===== config.mk =====
export PLATFORM = sky130hd
export DESIGN_NAME = rbd_ctrl
export DESIGN_NICKNAME = d
export VERILOG_FILES = /design/src/design/rbd_pkg.sv /design/src/design/rbd_ctrl.sv
export SDC_FILE = /design/constraint.sdc
export NUM_CORES = 1
export LEC_CHECK = 0
export BUFFER_PORTS_ARGS = -buffer_cell sky130_fd_sc_hd__buf_2
export CAP_MARGIN = 20
export CORE_AREA = 2 2 39 41
export DETAILED_ROUTE_END_ITERATION = 6
export DIE_AREA = 0 0 41 43
export SYNTH_ARGS = -nofsm -noshare
export SYNTH_HDL_FRONTEND = slang
export SYNTH_SLANG_ARGS = --single-unit

===== constraint.sdc =====
create_clock -name clk -period 1.12 [get_ports clk]
set_input_delay 0.168 -clock clk [delete_from_list [all_inputs] [get_ports clk]]
set_output_delay 0.168 -clock clk [all_outputs]
set_load 0.005 [all_outputs]

===== src/design/rbd_pkg.sv =====
package rbd_pkg;

  localparam int CHANNELS   = 4;
  localparam int SAMPLE_W   = 16;
  localparam int POS_W      = 16;
  localparam int SUM_W      = 32;
  localparam int STEP_W     = 9;
  localparam int TGT_W      = 13;
  localparam int CNT_W      = 17;
  localparam int BAND_W     = 16;
  localparam int CFG_IDX_W  = 2;
  localparam int CFG_DATA_W = 16;

  localparam logic [CFG_IDX_W-1:0] REG_WIDTH  = 2'd0;
  localparam logic [CFG_IDX_W-1:0] REG_HEIGHT = 2'd1;
  localparam logic [CFG_IDX_W-1:0] REG_TARGET = 2'd2;
  localparam logic [CFG_IDX_W-1:0] REG_BAYER  = 2'd3;

  localparam logic [TGT_W-1:0] TGT_MIN = 13'd256;

  typedef enum logic [2:0] {
    S_CLR,
    S_IDLE,
    S_STEP,
    S_CHK,
    S_WRAP,
    S_ACC,
    S_DIV,
    S_PUT
  } state_t;

  typedef struct packed {
    logic cap_in;
    logic step_start;
    logic clr_start;
    logic clr_run;
    logic rd_en;
    logic acc_wr;
    logic div_start;
    logic out_load;
    logic advance;
  } cmd_t;

  typedef struct packed {
    logic frame_start;
    logic reduce;
    logic step_done;
    logic clr_done;
    logic drop;
    logic band_wrap;
    logic emit;
    logic div_done;
    logic out_free;
  } sts_t;

endpackage


===== src/design/rbd_ctrl.sv =====
module rbd_ctrl (
  input  logic          clk,
  input  logic          rst_n,
  input  logic          in_tvalid,
  output logic          in_tready,
  input  rbd_pkg::sts_t sts,
  output rbd_pkg::cmd_t cmd
);

  rbd_pkg::state_t state_r, state_nxt;

  always_ff @(posedge clk) begin
    if (!rst_n) begin
      state_r <= rbd_pkg::S_CLR;
    end else begin
      state_r <= state_nxt;
    end
  end

  always_comb begin
    state_nxt = state_r;
    case (state_r)
      rbd_pkg::S_CLR: begin
        if (sts.clr_done) state_nxt = rbd_pkg::S_IDLE;
      end
      rbd_pkg::S_IDLE: begin
        if (in_tvalid) state_nxt = sts.frame_start ? rbd_pkg::S_STEP : rbd_pkg::S_CHK;
      end
      rbd_pkg::S_STEP: begin
        if (sts.step_done) state_nxt = rbd_pkg::S_CHK;
      end
      rbd_pkg::S_CHK: begin
        if (!sts.reduce) state_nxt = rbd_pkg::S_PUT;
        else if (sts.drop) state_nxt = rbd_pkg::S_IDLE;
        else if (sts.band_wrap) state_nxt = rbd_pkg::S_WRAP;
        else state_nxt = rbd_pkg::S_ACC;
      end
      rbd_pkg::S_WRAP: begin
        if (sts.clr_done) state_nxt = rbd_pkg::S_CHK;
      end
      rbd_pkg::S_ACC: begin
        state_nxt = sts.emit ? rbd_pkg::S_DIV : rbd_pkg::S_IDLE;
      end
      rbd_pkg::S_DIV: begin
        if (sts.div_done) state_nxt = rbd_pkg::S_PUT;
      end
      rbd_pkg::S_PUT: begin
        if (sts.out_free) state_nxt = rbd_pkg::S_IDLE;
      end
      default: state_nxt = rbd_pkg::S_IDLE;
    endcase
  end

  always_comb begin
    cmd       = '0;
    in_tready = 1'b0;
    case (state_r)
      rbd_pkg::S_CLR: cmd.clr_run = 1'b1;
      rbd_pkg::S_IDLE: begin
        in_tready      = 1'b1;
        cmd.cap_in     = in_tvalid;
        cmd.step_start = in_tvalid && sts.frame_start;
      end
      rbd_pkg::S_CHK: begin
        if (sts.reduce) begin
          if (sts.drop) cmd.advance = 1'b1;
          else if (sts.band_wrap) cmd.clr_start = 1'b1;
          else cmd.rd_en = 1'b1;
        end
      end
      rbd_pkg::S_WRAP: cmd.clr_run = 1'b1;
      rbd_pkg::S_ACC: begin
        cmd.acc_wr    = 1'b1;
        cmd.div_start = sts.emit;
        cmd.advance   = !sts.emit;
      end
      rbd_pkg::S_PUT: begin
        cmd.out_load = sts.out_free;
        cmd.advance  = sts.out_free;
      end
      default: ;
    endcase
  end

endmodule


After elaboration in Yosys (flattened, before gate mapping)
Index checks and enable logic that the tools add are counted.

storage, ports and cells
  flip-flop bits (word level) = 3
  latch bits = 0
  RAM bits = 0
  memory bits (read-only) = 0
  word-level logic and storage cells = 47
  memories = 0

operators by class
  add/sub/neg operators = 0
  $mul = 0
  divide/modulo/power cells = 0
  order comparisons = 0
  equality and inequality tests = 13
  shift operators = 0
  muxes and demuxes = 28
  bitwise logic cells = 0
  reduce and logical (&&, ||, !) cells = 5

operator list
  operator              count
  $mux W3               9
  $pmux W3 S8           1
  $mux W1               15
  $eq A3 B3 Y1 const B  4
  $ne A2 B2 Y1 const B  6
  $eq A3 B2 Y1 const B  2
  $reduce_and A6 Y1     1
  $mux W2               2
  $eq A3 B1 Y1 const B  1
  $logic_not A3 Y1      1
  $pmux W1 S3           1
  $reduce_or A2 Y1      1
  $logic_and A1 B1 Y1   1
  $logic_not A1 Y1      1

Depth between registers and ports, before layout
  word-level depth = 4
  mapped depth = 5
  gate-level depth less buffers = 4

Worst setup path after synthesis
No wires, ideal clock.

  path kind = register to output
  start = register state_r[0]
  end = output port cmd[7] in the netlist's numbering
  arrival time = 1060 ps
  path slack = -108 ps
  stages on the path, launching flop included = 5
  path buffers = 1
  path through = dfxtp_1 buf_2 inv_1 nor3_1 and3_1

RTL lines
  what                      RTL line        text
  start: declaration        rbd_ctrl.sv:10  rbd_pkg::state_t state_r, state_nxt;
  start signal: assignment  rbd_ctrl.sv:14  state_r <= rbd_pkg::S_CLR;
  start signal: assignment  rbd_ctrl.sv:16  state_r <= state_nxt;
  end: declaration          rbd_ctrl.sv:7   output rbd_pkg::cmd_t cmd

Worst setup path in the final report
  start = register state_r[2]
  end = register state_r[2]

on the way
  cells in the longest elaborated chain, start to end = 3

ends and longest elaborated chain
  what                                  RTL line        text
  $eq A3 B2 Y1 (tied with other cells)  rbd_ctrl.sv:22  case (state_r)
  $ne A2 B2 Y1 (no source line)         n/a
  $reduce_and A6 Y1 (no source line)    n/a

Several ways; a longest one is shown, not always the timed one.
A chain may end at the register's enable or synchronous reset.

==> flow_summary.ini <==
[run_status]
status = finished, violations left
violations = negative setup slack

[sta]
finalHoldViolCount = 0
worstMarginPinSlew_ns = 0.270
rsz0062_at_grt = yes
hold_ws_ns = 0.199
drv_slew = 0
finalCritPeriodShare = 1.18
fin_skew_ns = 0.00159
setup-violations-final = 12
fin_crit_ns = 1.32
fmax_mhz = 759
setup_slack_ns = -0.197
worst_slew_margin_rel = 0.820

[global_route]
grt_pass1_vias = 553
grt-ovfl-total = 0
grt.total_usage = 0.181
antenna_found_initial = 0
grt_max_degree = 8
grt_pass1_wl_mm = 2.17

[run]
maxCapViolations = 0

[logic_synthesis]
synth_warnings = 0
syn-cell-area_um2 = 377
synth_top_area_cell = dfxtp_1
synth_seq_cells = 3
synthTopCellsByArea = dfxtp_1 (16%), nor2_1 (8.0%), o21ai_0 (5.3%), a31oi_1 (5.0%), nand2_1 (5.0%)
syn_area_per_cell_um2 = 6.73
synthCells = 56
ys_seq_area_frac = 0.159
yosys.area.top_type_share = 0.159
yosysUniqueCellTypes = 27
synth_nets = 68

[worst_setup_path]
rr_endpoint = state_r[2]$_SDFFE_PN0P_
end_kind = flip-flop
crit_arrival_ns = 1.43
cp.required_ns = 1.24
r2r-start = state_r[2]$_SDFFE_PN0P_
critPathMaxFanout = 6
ff2ff_setup_slack_ns = -0.20
cp-start-kind = flip-flop
reg2reg_depth = 5
path_class = reg -> reg

[min_path]
min_path_cells = 2
hold_end = state_r[0]$_SDFFE_PN0P_
hp-start = rst_n
min_path_type = in -> reg

[route]
post_drt_wl_per_cell_um = 12.6
drcViolationCount = 0
drt-initial-drc-count = 6
final_antenna_net_count = 0
vias = 586
dr.pass1.iters = 4
drt_wl_total_mm = 1.40
vias_per_cell = 5.28

[final_layout]
areaGrowthSynthToFinish_pct = 105
final_cell_mix = buf_2 (20), buf_4 (12), buf_6 (6)
final_common_cell = buf_2
final_cell_area_um2 = 772
top_register = state_r
top_regs = state_r x3
largest_reg_flops = 3
finalNetCount = 108
layout-drive-gt1-share = 0.642
antenna_cells = 0

[die]
rows = 14
core-area_um2 = 1380
dieArea_um2 = 1760
fp.dieH_um = 43
initial_core_util = 0.272
io_pins = 22
die_w_um = 41

[placement]
gp_congestion = 0.771
io_buffers = 21
place_area_um2 = 574
pre_cts_ws_ns = -0.124
dp_hpwl_um = 903

[power]
p_seq_frac = 0.211
p_int_w = 0.000499
power.switching_w = 0.000309
p_leak_nw = 0.356
power.density_nw_per_um2 = 1050
finalPower_w = 0.000808
pwr-share-comb = 0.562
pwr-share-clk = 0.227
vdd_ir_drop_max_v = 0.000574
swShare = 0.383

[clock_tree]
cts-htree-levels = 1
clk_path_buf_depth = 2
cts_buffers = 3
path_clk_slew_ns = 0.03
root_buffer = clkbuf_4
worstSkewPairLatency_ns = 0.23
cts_num_sinks = 3
cts_tree = yes
## how the worst max path moves through the flow
stage | startpoint | cells past startpoint | end | slack [ns]
after floorplan | state_r[2]$_SDFFE_PN0P_ | 5 | state_r[0]$_SDFFE_PN0P_ | -0.004
after global placement | state_r[1]$_SDFFE_PN0P_ | 4 | state_r[2]$_SDFFE_PN0P_ | -0.08
after detailed placement | state_r[2]$_SDFFE_PN0P_ | 4 | state_r[2]$_SDFFE_PN0P_ | -0.12
after CTS | state_r[2]$_SDFFE_PN0P_ | 4 | cmd[7] | -0.20
after global routing | state_r[2]$_SDFFE_PN0P_ | 4 | cmd[7] | -0.25
final | state_r[2]$_SDFFE_PN0P_ | 5 | state_r[2]$_SDFFE_PN0P_ | -0.20
## routing by layer
layer,GRT usage,part of all wire,up-vias
li1,-,-,282
met1,0.206,0.42,280
met2,0.294,0.52,22
met3,0.0366,0.047,2
met4,0.100,0.013,0
met5,0,0,-
## power groups by stage
stage          Combinational [W]  Sequential [W]  Clock [W]
3_5_place_dp            0.000305        0.000181          0
4_1_cts                 0.000414        0.000170   0.000197
6_report                0.000454        0.000171   0.000183
5_1_grt                 0.000492        0.000175   0.000203
3_3_place_gp            0.000303        0.000179          0
2_1_floorplan           0.000224        0.000151          0
## per-stage QoR
stage                     std cells  utilization   TNS, ns
after global placement           99        0.415    -0.236
final                           111        0.558     -1.61
after floorplan                  56            -  -0.00367
after detailed placement         99        0.415    -0.392
after global routing            111        0.558     -2.32
after CTS                       111        0.519     -1.74
## synth_stat cells
library cell	instances
nor2_1	8
nand2_1	5
inv_1	4
o21ai_0	4
a21oi_1	3
a31oi_1	3
dfxtp_1	3
nor3_1	3
nand3_1	2
nor2b_1	2
nor4_1	2
o21a_1	2
a211o_1	1
and2_1	1
and3_1	1
and4b_1	1
buf_2	1
buf_6	1
clkbuf_1	1
mux2_4	1
nand4b_1	1
o211ai_1	1
o21ai_2	1
o311a_1	1
o31a_1	1
o32ai_2	1
or2b_1	1
## cell families (layout without fill, tap and decap cells)
logic type      count (synthesis)  after routing  synth area share
buf+inv                         7             46            0.0930
mux                             1              1            0.0399
compound gates                 18             18             0.342
flops                           3              3             0.159
simple gates                   27             27             0.365
## cell type report
cell class,instances,area (um^2)
Clock buffer,4,26.3
Timing Repair Buffer,38,258
Inverter,4,15.0
Tap cell,16,20.0
Multi-Input combinational cell,46,382
Sequential cell,3,71.3
Fill cell,137,612
## worst max-delay path, stage by stage (launching register included)
cell	delay (ns)
dfxtp_4	0.38
buf_6	0.12
mux2_4	0.33
o32ai_4	0.14
a21oi_2	0.06
o21a_1	0.17
## timing repair
item                       in CTS  in global routing
gates cloned                    0                  0
hold buffers                    0                  0
setup buffers                   8                  0
resized for setup              20                 12
pin swaps                       8                  2
setup endpoints to repair      13                 13
No activity file was read; power rests on OpenSTA's default activity.
